===== config.mk =====
export PLATFORM = sky130hd
export DESIGN_NAME = pid_with_integral_clamp_top
export DESIGN_NICKNAME = d
export VERILOG_FILES = /design/src/pidc_pkg.sv /design/src/pid_with_integral_clamp_top.sv /design/src/pidc_mul.sv /design/src/pidc_datapath.sv
export SDC_FILE = /design/constraint.sdc
export NUM_CORES = 2
export LEC_CHECK = 0
export ABC_AREA = 1
export BUFFER_PORTS_ARGS = -buffer_cell sky130_fd_sc_hd__clkbuf_2
export CAP_MARGIN = 20
export CORE_MARGIN = 2
export CORE_UTILIZATION = 36
export DETAILED_ROUTE_END_ITERATION = 10
export GPL_ROUTABILITY_DRIVEN = 0
export PLACE_DENSITY_LB_ADDON = 0.3
export SETUP_SLACK_MARGIN = 0.4
export SLEW_MARGIN = 20
export SYNTH_ARGS = -nofsm -noshare
export SYNTH_HDL_FRONTEND = slang
export SYNTH_SLANG_ARGS = --single-unit

===== constraint.sdc =====
create_clock -name clk -period 19.7 [get_ports clk]
set_input_delay 0.985 -clock clk [delete_from_list [all_inputs] [get_ports clk]]
set_output_delay 0.985 -clock clk [all_outputs]
set_load 0.02 [all_outputs]

===== src/pidc_pkg.sv =====
// Package for the PID controller: microcode types, control word ROM and fixed-point constants.
package pidc_pkg;

	// Integral state width and the split point used for the integral term.
	localparam int INT_W  = 48;
	localparam int INT_LO = 24;
	// Low part of the derivative that is multiplied separately.
	localparam int DL_W   = 26;
	// Accumulator width for the effort sum at 2^-22 effort.
	localparam int SUM_W  = 64;
	// Width of the second multiplier operand.
	localparam int MB_W   = 27;

	// Configuration register indexes.
	localparam int CFG_IDX_W = 3;
	localparam logic [CFG_IDX_W-1:0] REG_PROP_GAIN      = 3'd0;
	localparam logic [CFG_IDX_W-1:0] REG_INTEG_GAIN     = 3'd1;
	localparam logic [CFG_IDX_W-1:0] REG_DERIV_GAIN     = 3'd2;
	localparam logic [CFG_IDX_W-1:0] REG_INTEGRAL_LIMIT = 3'd3;
	localparam logic [CFG_IDX_W-1:0] REG_STEP_PERIOD    = 3'd4;
	localparam logic [CFG_IDX_W-1:0] REG_LOOP_RATE      = 3'd5;
	localparam int CFG_DATA_W = 47;

	// Reset values of the period and rate registers.
	localparam logic [23:0] STEP_PERIOD_RST = 24'd167772;
	localparam logic [15:0] LOOP_RATE_RST   = 16'd100;

	// Saturation and rounding constants.
	localparam logic signed [SUM_W-1:0] SUM_SAT   = 64'sd4194304;
	localparam logic signed [SUM_W-1:0] HI_SAT    = 64'sd17179869184;
	localparam logic signed [SUM_W-1:0] RND_HALF  = 64'sd64;
	localparam logic signed [SUM_W-1:0] EFF_MAX_W = 64'sd32767;
	localparam logic signed [15:0]      EFF_POS   = 16'sd32767;
	localparam logic signed [15:0]      EFF_NEG   = -16'sd32767;

	// Step counter of the sequencer.
	localparam int STEP_W = 4;
	typedef logic [STEP_W-1:0] step_t;

	// Operand sources of the shared multiplier.
	typedef enum logic [2:0] {
		A_ZERO,
		A_ERR,
		A_DIFF,
		A_IH,
		A_IL,
		A_DH,
		A_KD
	} a_sel_t;

	typedef enum logic [2:0] {
		B_ZERO,
		B_SP,
		B_LR,
		B_KP,
		B_KI,
		B_KD,
		B_DL
	} b_sel_t;

	// What the datapath does with last cycle's product.
	typedef enum logic [2:0] {
		OP_NONE,
		OP_INT_ADD,
		OP_CLAMP_DERIV,
		OP_SUM_LOAD,
		OP_SUM_ADD,
		OP_SUM_ADD_SHR,
		OP_HI_LOAD,
		OP_SUM_ADD_HI
	} op_t;

	// Sequencing condition of a step.
	typedef enum logic [1:0] {
		COND_NEXT,
		COND_IN,
		COND_OUT
	} cond_t;

	typedef struct packed {
		a_sel_t a_sel;
		b_sel_t b_sel;
		op_t    op;
		cond_t  cond;
		step_t  target;
	} ucode_t;

	// Control handed from the sequencer to the datapath.
	typedef struct packed {
		logic   load;
		a_sel_t a_sel;
		b_sel_t b_sel;
		op_t    op;
	} dp_ctrl_t;

	// Program: each step issues one multiply and consumes the product of the step before.
	function automatic ucode_t ucode_rom(input step_t step);
		ucode_t w;
		case (step)
			4'd0: w = '{A_ZERO, B_ZERO, OP_NONE,        COND_IN,   4'd0};
			4'd1: w = '{A_ERR,  B_SP,   OP_NONE,        COND_NEXT, 4'd0};
			4'd2: w = '{A_DIFF, B_LR,   OP_INT_ADD,     COND_NEXT, 4'd0};
			4'd3: w = '{A_ERR,  B_KP,   OP_CLAMP_DERIV, COND_NEXT, 4'd0};
			4'd4: w = '{A_IH,   B_KI,   OP_SUM_LOAD,    COND_NEXT, 4'd0};
			4'd5: w = '{A_IL,   B_KI,   OP_SUM_ADD,     COND_NEXT, 4'd0};
			4'd6: w = '{A_DH,   B_KD,   OP_SUM_ADD_SHR, COND_NEXT, 4'd0};
			4'd7: w = '{A_KD,   B_DL,   OP_HI_LOAD,     COND_NEXT, 4'd0};
			4'd8: w = '{A_ZERO, B_ZERO, OP_SUM_ADD_HI,  COND_NEXT, 4'd0};
			4'd9: w = '{A_ZERO, B_ZERO, OP_NONE,        COND_OUT,  4'd0};
			default: w = '{A_ZERO, B_ZERO, OP_NONE,     COND_OUT,  4'd0};
		endcase
		return w;
	endfunction

endpackage


===== src/pid_with_integral_clamp_top.sv =====
// Top level of the PID controller with anti-windup clamp on the integral.
//
// Each input beat on s_* carries a target and a measured angle; each one yields exactly
// one output beat on m_* with the Q1.15 effort in m_tdata and the saturation flag in
// m_tuser. Gains, integral limit, step period and loop rate are written through the
// cfg_* channel, one register per beat, and are taken in any cycle (cfg_ready is high).
// A microcode program of ten steps runs every update through one shared multiplier:
// the input beat is taken in the idle step, seven multiplies follow, and the last step
// loads the output register. A new input beat is taken no earlier than the cycle after
// the output register is loaded, so the block finishes one update before it takes the
// next; the multiplier sequence sets the sustained rate.
// The output register holds its beat while m_tready is low; the block finishes its
// next item and then waits in its last step until the register is free.
// Reset clears the integral, the previous error and the output valid, and restores the
// register defaults (gains and limit zero, step period 167772, loop rate 100).
module pid_with_integral_clamp_top
	import pidc_pkg::*;
#(
	parameter int ANGLE_WIDTH = 16
) (
	input  logic                                  clk,
	input  logic                                  arst_n,
	input  logic                                  s_tvalid,
	output logic                                  s_tready,
	// Fields from bit 0: target_angle, measured_angle, zero padding.
	input  logic [((2*ANGLE_WIDTH+7)/8)*8-1:0]    s_tdata,
	output logic                                  m_tvalid,
	input  logic                                  m_tready,
	// Fields from bit 0: effort.
	output logic [15:0]                           m_tdata,
	// Fields from bit 0: effort_saturated.
	output logic                                  m_tuser,
	input  logic                                  cfg_valid,
	output logic                                  cfg_ready,
	input  logic [CFG_IDX_W-1:0]                  cfg_index,
	input  logic [CFG_DATA_W-1:0]                 cfg_data
);

	logic signed [23:0] prop_gain_q;
	logic signed [23:0] integ_gain_q;
	logic signed [23:0] deriv_gain_q;
	logic [46:0]        integral_limit_q;
	logic [23:0]        step_period_q;
	logic [15:0]        loop_rate_q;

	step_t              step_q;
	step_t              step_n;
	ucode_t             uword;
	dp_ctrl_t           ctrl;
	logic               in_fire;
	logic               out_fire;
	logic               out_valid_q;
	logic [15:0]        effort_q;
	logic               sat_q;
	logic signed [15:0] res_effort;
	logic               res_sat;

	assign cfg_ready = 1'b1;

	// Configuration registers; unknown indexes are dropped.
	always_ff @(posedge clk or negedge arst_n) begin
		if (!arst_n) begin
			prop_gain_q      <= '0;
			integ_gain_q     <= '0;
			deriv_gain_q     <= '0;
			integral_limit_q <= '0;
			step_period_q    <= STEP_PERIOD_RST;
			loop_rate_q      <= LOOP_RATE_RST;
		end else if (cfg_valid && cfg_ready) begin
			case (cfg_index)
				REG_PROP_GAIN:      prop_gain_q      <= cfg_data[23:0];
				REG_INTEG_GAIN:     integ_gain_q     <= cfg_data[23:0];
				REG_DERIV_GAIN:     deriv_gain_q     <= cfg_data[23:0];
				REG_INTEGRAL_LIMIT: integral_limit_q <= cfg_data[46:0];
				REG_STEP_PERIOD:    step_period_q    <= cfg_data[23:0];
				REG_LOOP_RATE:      loop_rate_q      <= cfg_data[15:0];
				default: begin
				end
			endcase
		end
	end

	// Sequencer: fetch the control word and work out the next step.
	always_comb begin
		uword    = ucode_rom(step_q);
		s_tready = 1'b0;
		in_fire  = 1'b0;
		out_fire = 1'b0;
		case (uword.cond)
			COND_IN: begin
				s_tready = 1'b1;
				in_fire  = s_tvalid;
				step_n   = s_tvalid ? step_q + step_t'(1) : step_q;
			end
			COND_OUT: begin
				out_fire = !out_valid_q || m_tready;
				step_n   = out_fire ? uword.target : step_q;
			end
			default: begin
				step_n = step_q + step_t'(1);
			end
		endcase
		ctrl.load  = in_fire;
		ctrl.a_sel = uword.a_sel;
		ctrl.b_sel = uword.b_sel;
		ctrl.op    = uword.op;
	end

	always_ff @(posedge clk or negedge arst_n) begin
		if (!arst_n) begin
			step_q <= '0;
		end else begin
			step_q <= step_n;
		end
	end

	pidc_datapath #(
		.ANGLE_WIDTH(ANGLE_WIDTH)
	) u_dp (
		.clk           (clk),
		.arst_n        (arst_n),
		.ctrl          (ctrl),
		.tgt           (s_tdata[ANGLE_WIDTH-1:0]),
		.meas          (s_tdata[2*ANGLE_WIDTH-1:ANGLE_WIDTH]),
		.prop_gain     (prop_gain_q),
		.integ_gain    (integ_gain_q),
		.deriv_gain    (deriv_gain_q),
		.integral_limit(integral_limit_q),
		.step_period   (step_period_q),
		.loop_rate     (loop_rate_q),
		.res_effort    (res_effort),
		.res_sat       (res_sat)
	);

	// Output register: loaded by the last step, cleared when the beat is taken.
	always_ff @(posedge clk or negedge arst_n) begin
		if (!arst_n) begin
			out_valid_q <= 1'b0;
		end else if (out_fire) begin
			out_valid_q <= 1'b1;
		end else if (m_tready) begin
			out_valid_q <= 1'b0;
		end
	end

	always_ff @(posedge clk) begin
		if (out_fire) begin
			effort_q <= res_effort;
			sat_q    <= res_sat;
		end
	end

	assign m_tvalid = out_valid_q;
	assign m_tdata  = effort_q;
	assign m_tuser  = sat_q;

endmodule


===== src/pidc_mul.sv =====
// Shared signed multiplier with a registered product.
module pidc_mul #(
	parameter int A_W = 25,
	parameter int B_W = 27
) (
	input  logic                     clk,
	input  logic signed [A_W-1:0]    a,
	input  logic signed [B_W-1:0]    b,
	output logic signed [A_W+B_W-1:0] prod_q
);

	// One product per cycle, available the cycle after the operands.
	always_ff @(posedge clk) begin
		prod_q <= a * b;
	end

endmodule


===== src/pidc_datapath.sv =====
// Datapath of the PID controller: error capture, integral, derivative and effort accumulator.
module pidc_datapath
	import pidc_pkg::*;
#(
	parameter int ANGLE_WIDTH = 16
) (
	input  logic                          clk,
	input  logic                          arst_n,
	input  dp_ctrl_t                      ctrl,
	input  logic signed [ANGLE_WIDTH-1:0] tgt,
	input  logic signed [ANGLE_WIDTH-1:0] meas,
	input  logic signed [23:0]            prop_gain,
	input  logic signed [23:0]            integ_gain,
	input  logic signed [23:0]            deriv_gain,
	input  logic [46:0]                   integral_limit,
	input  logic [23:0]                   step_period,
	input  logic [15:0]                   loop_rate,
	output logic signed [15:0]            res_effort,
	output logic                          res_sat
);

	localparam int ERR_W   = ANGLE_WIDTH + 1;
	localparam int DIFF_W  = ANGLE_WIDTH + 2;
	localparam int DERIV_W = ANGLE_WIDTH + 19;
	localparam int HI_W    = ANGLE_WIDTH + 17;
	localparam int MA_W    = (ANGLE_WIDTH + 2 > 25) ? ANGLE_WIDTH + 2 : 25;
	localparam int P_W     = MA_W + MB_W;
	localparam int IW_W    = ((ANGLE_WIDTH + 26 > INT_W) ? ANGLE_WIDTH + 26 : INT_W) + 1;

	logic signed [ERR_W-1:0]   err_n;
	logic signed [ERR_W-1:0]   err_q;
	logic signed [ERR_W-1:0]   prev_q;
	logic signed [DIFF_W-1:0]  diff_q;
	logic signed [INT_W-1:0]   integ_q;
	logic signed [IW_W-1:0]    iw_q;
	logic signed [IW_W-1:0]    lim_w;
	logic signed [DERIV_W-1:0] deriv_q;
	logic signed [HI_W-1:0]    hi_q;
	logic                      hi_sat_q;
	logic                      hi_neg_q;
	logic signed [SUM_W-1:0]   sum_q;
	logic signed [SUM_W-1:0]   prod_w;
	logic signed [SUM_W-1:0]   rnd;
	logic signed [MA_W-1:0]    op_a;
	logic signed [MB_W-1:0]    op_b;
	logic signed [P_W-1:0]     prod_q;

	assign err_n  = ERR_W'(tgt) - ERR_W'(meas);
	assign lim_w  = IW_W'($signed({1'b0, integral_limit}));
	assign prod_w = SUM_W'(prod_q);

	// Operand selection for the shared multiplier.
	always_comb begin
		case (ctrl.a_sel)
			A_ERR:   op_a = MA_W'(err_q);
			A_DIFF:  op_a = MA_W'(diff_q);
			A_IH:    op_a = MA_W'($signed(integ_q[INT_W-1:INT_LO]));
			A_IL:    op_a = MA_W'($signed({1'b0, integ_q[INT_LO-1:0]}));
			A_DH:    op_a = MA_W'($signed(deriv_q[DERIV_W-1:DL_W]));
			A_KD:    op_a = MA_W'(deriv_gain);
			default: op_a = '0;
		endcase
		case (ctrl.b_sel)
			B_SP:    op_b = MB_W'($signed({1'b0, step_period}));
			B_LR:    op_b = MB_W'($signed({1'b0, loop_rate}));
			B_KP:    op_b = MB_W'(prop_gain);
			B_KI:    op_b = MB_W'(integ_gain);
			B_KD:    op_b = MB_W'(deriv_gain);
			B_DL:    op_b = MB_W'($signed({1'b0, deriv_q[DL_W-1:0]}));
			default: op_b = '0;
		endcase
	end

	pidc_mul #(
		.A_W(MA_W),
		.B_W(MB_W)
	) u_mul (
		.clk   (clk),
		.a     (op_a),
		.b     (op_b),
		.prod_q(prod_q)
	);

	// Loop state: previous error and the clamped integral.
	always_ff @(posedge clk or negedge arst_n) begin
		if (!arst_n) begin
			prev_q  <= '0;
			integ_q <= '0;
		end else begin
			if (ctrl.load) begin
				prev_q <= err_n;
			end
			if (ctrl.op == OP_CLAMP_DERIV) begin
				if (iw_q > lim_w) begin
					integ_q <= INT_W'(lim_w);
				end else if (iw_q < -lim_w) begin
					integ_q <= INT_W'(-lim_w);
				end else begin
					integ_q <= INT_W'(iw_q);
				end
			end
		end
	end

	// Working registers, driven by the control word of each step.
	always_ff @(posedge clk) begin
		if (ctrl.load) begin
			err_q  <= err_n;
			diff_q <= DIFF_W'(err_n) - DIFF_W'(prev_q);
		end
		case (ctrl.op)
			OP_INT_ADD: begin
				iw_q <= IW_W'(integ_q) + IW_W'(prod_q);
			end
			OP_CLAMP_DERIV: begin
				deriv_q <= DERIV_W'(prod_q);
			end
			OP_SUM_LOAD: begin
				sum_q <= prod_w;
			end
			OP_SUM_ADD: begin
				sum_q <= sum_q + prod_w;
			end
			OP_SUM_ADD_SHR: begin
				sum_q <= sum_q + (prod_w >>> INT_LO);
			end
			OP_HI_LOAD: begin
				hi_q     <= HI_W'(prod_q);
				hi_sat_q <= (prod_w >= HI_SAT) || (prod_w <= -HI_SAT);
				hi_neg_q <= prod_w[SUM_W-1];
			end
			OP_SUM_ADD_HI: begin
				sum_q <= sum_q + prod_w + (SUM_W'(hi_q) <<< DL_W);
			end
			default: begin
			end
		endcase
	end

	// Saturation and rounding of the finished sum to Q1.15.
	always_comb begin
		rnd = (sum_q + RND_HALF) >>> 7;
		if (hi_sat_q) begin
			res_sat    = 1'b1;
			res_effort = hi_neg_q ? EFF_NEG : EFF_POS;
		end else if (sum_q > SUM_SAT) begin
			res_sat    = 1'b1;
			res_effort = EFF_POS;
		end else if (sum_q < -SUM_SAT) begin
			res_sat    = 1'b1;
			res_effort = EFF_NEG;
		end else begin
			res_sat = 1'b0;
			if (rnd > EFF_MAX_W) begin
				res_effort = EFF_POS;
			end else if (rnd < -EFF_MAX_W) begin
				res_effort = EFF_NEG;
			end else begin
				res_effort = rnd[15:0];
			end
		end
	end

endmodule


==> impl_metrics.json <==
{
  "status": "completed",
  "drc": 0,
  "ys_ff_latch": 516,
  "syn_area_per_cell_um2": 7.51,
  "yosysSeqAreaShare_pct": 20.8,
  "viasPerCell": 5.38,
  "startpoint_type": "flop",
  "cts_buffer_depth": 3,
  "path_clk_slew_ns": 0.06,
  "ys_warn_count": 0,
  "final_common_cell": "nand2_1",
  "cp_max_fo": 24,
  "syn-num-nets": 10100,
  "mostFrequentLayoutCells": "1832 x nand2_1, 1566 x inv_1, 1089 x nor2_1, 710 x fa_1, 585 x a21oi_1",
  "cts_hold_repair.buffers": 0,
  "critPathMaxStageDelay_ns": 0.94,
  "crit_required_ns": 20.24,
  "ys_types": 73,
  "finalSetupViolCount": 0,
  "period_share_pct": 52.1,
  "fp.dieH_um": 434,
  "synth_enable_flop_cells": 235,
  "drive_gt1_share_pct": 5.83,
  "cp-end-kind": "flop",
  "holdCritPathClass": "input pin to async pin",
  "final_cells": 11500,
  "path_delay_family": "adder cells",
  "firstDrtPassIters": 9,
  "antenna_found_initial": 4,
  "skew_ns": 0.0744,
  "arrival_ns": 10.81,
  "place_ws_ns": 9.60,
  "core-area_um2": 183000,
  "worst_slack_ns": 9.43,
  "pin_count": 107,
  "cts_num_sinks": 516,
  "synthArstFlopShare_pct": 44.4,
  "grt_pass1_wl_mm": 372,
  "grt_max_degree": 102,
  "cts_buffers": 66,
  "initial_utilization_pct": 36.3,
  "tightest_slew_ns": 1.24,
  "fmax_mhz": 97.4,
  "root_buffer": "clkbuf_16",
  "post_drt_wl_per_cell_um": 21.6,
  "drt-total-wl_mm": 247,
  "postCtsSetupRepairBufs": 0,
  "critical_path.slowest_cell": "a21oi_2",
  "num_rows": 157,
  "crit_path_frequent_cell": "inv_1",
  "numPlacedInstances": 11300,
  "postRouteAntennaNets": 0,
  "finalSetupTns_ns": 0,
  "dieWidth_um": 434,
  "dieArea_um2": 188000,
  "path_class": "flop to flop",
  "fin_nets": 10200,
  "synthFlopType": "edfxtp_1",
  "dp_hpwl_mm": 200,
  "cts_max_level": 3,
  "drv_slew": 0,
  "first_iter_violations": 6187,
  "slew_headroom_pct": 17.4,
  "maxCapViolations": 0,
  "worstSkewPairLatency_ns": 0.72,
  "rsz0062_at_grt": "false",
  "io_buffers": 105,
  "grt_pass1_vias": 60600,
  "min_period_ns": 10.27,
  "netlist_area_um2": 66600,
  "synthToLayoutAreaGrowth_pct": 9.09,
  "cts_resized": 0,
  "cts_tree": "done",
  "final_util_pct": 39.6,
  "crit_buf_inv": 14,
  "grt_usage_pct": 26.1,
  "grt_overflow": 0,
  "synth_cells": 8862,
  "routed-via-count": 61700,
  "hold_viol_final": 0
}
[cells by family after synthesis]
| kind of cell | count (synthesis) | synth area share [%] |
|---|---|---|
| simple gates | 3664 | 23.1 |
| buf+inv | 1828 | 10.6 |
| compound gates | 1428 | 12.1 |
| fa+ha+maj | 1189 | 30.4 |
| flops | 516 | 20.8 |
| xor+xnor | 236 | 3.12 |
| other cells | 1 | 0.00563 |
[worst paths after layout]
kind / depth (start not counted) / slack (ns) / to / from
max: 39 / 9.43 / u_dp.u_mul.prod_q[51] / step_q[0]
min: 1 / 0.29 / step_period_q[14] / arst_n
max reg2reg: 39 / 9.43 / u_dp.u_mul.prod_q[51] / step_q[0]
min reg2reg: 2 / 0.48 / u_dp.prev_q[13] / u_dp.prev_q[13]
max in group asynchronous: 2 / 17.96 / prop_gain_q[22] / arst_n
min in group clk: 2 / 0.47 / m_tvalid / m_tready
[state kept, by name, summed over array words and instances (netlist names), 4 cells and up]
register           cells
integral_limit_q      47
deriv_gain_q          24
u_dp.sum_q            64
u_dp.hi_q             33
u_dp.err_q            17
integ_gain_q          24
step_period_q         24
loop_rate_q           16
u_dp.prev_q           17
u_dp.u_mul.prod_q     52
u_dp.diff_q           18
u_dp.integ_q          48
m_tdata               16
step_q                 4
u_dp.iw_q             49
u_dp.deriv_q          35
prop_gain_q           24
[Yosys cell counts (28+ instances only)]
| cell type | count | area share (%) |
|---|---|---|
| dfrtp_1 | 216 | 8.1 |
| nand3_1 | 299 | 2.2 |
| inv_1 | 1567 | 8.8 |
| clkbuf_1 | 107 | 0.60 |
| xnor2_1 | 58 | 0.76 |
| a31oi_1 | 78 | 0.73 |
| edfxtp_1 | 235 | 11 |
| nor4_1 | 50 | 0.47 |
| a21oi_1 | 585 | 4.4 |
| or2_2 | 51 | 0.48 |
| a21o_1 | 36 | 0.41 |
| xor2_1 | 177 | 2.3 |
| buf_2 | 108 | 0.81 |
| o21bai_1 | 35 | 0.39 |
| ha_1 | 479 | 9.0 |
| nor3_1 | 80 | 0.60 |
| nand4_1 | 125 | 1.2 |
| nor2_1 | 1094 | 6.2 |
| nand2_1 | 1834 | 10 |
| o21ai_0 | 504 | 3.8 |
| fa_1 | 710 | 21 |
| a221oi_1 | 33 | 0.43 |
| o21a_1 | 28 | 0.32 |
| dfxtp_1 | 52 | 1.6 |
[worst register-to-register path: cells and delay by family (launching register included)]
kind / cells / cell delay (ns)
adder cells (fa/ha/maj): 9 / 4.04
buffers and inverters: 14 / 2.34
AO/OA/AOI/OAI: 7 / 2.15
AND/OR/NAND/NOR: 8 / 1.02
flip-flops: 1 / 0.43
XOR/XNOR: 1 / 0.13
[layout make-up]
type	count	area, um^2
timing repair buffer	236	1540
inverter	1595	5990
fill	19100	111000
multi-input combinational	6518	45800
sequential	516	13800
antenna	3	7.51
clock buffer	86	1810
tap	2464	3080
clock inverter	36	522
[metrics by stage]
step	instance area (um^2)	hold slack, ns
final	72600	0.291
after global placement	70200	0.467
after global routing	72600	0.354
after floorplan	66600	0.449
after CTS	72600	0.308
after detailed placement	70300	0.467
[metal layers]
metal / track usage, % / up-vias / wire length [um] / part of all wire (%)
li1: - / 28400 / - / -
met1: 33.9 / 29800 / 101000 / 41
met2: 41.4 / 2878 / 110000 / 44
met3: 5.17 / 553 / 22000 / 8.9
met4: 13.0 / 2 / 14300 / 5.8
met5: 0 / - / 13 / 0.0053
Power is left out: the tool's default activity adds up to more than one toggle a clock period on the data nets, which glitch-free logic cannot reach.
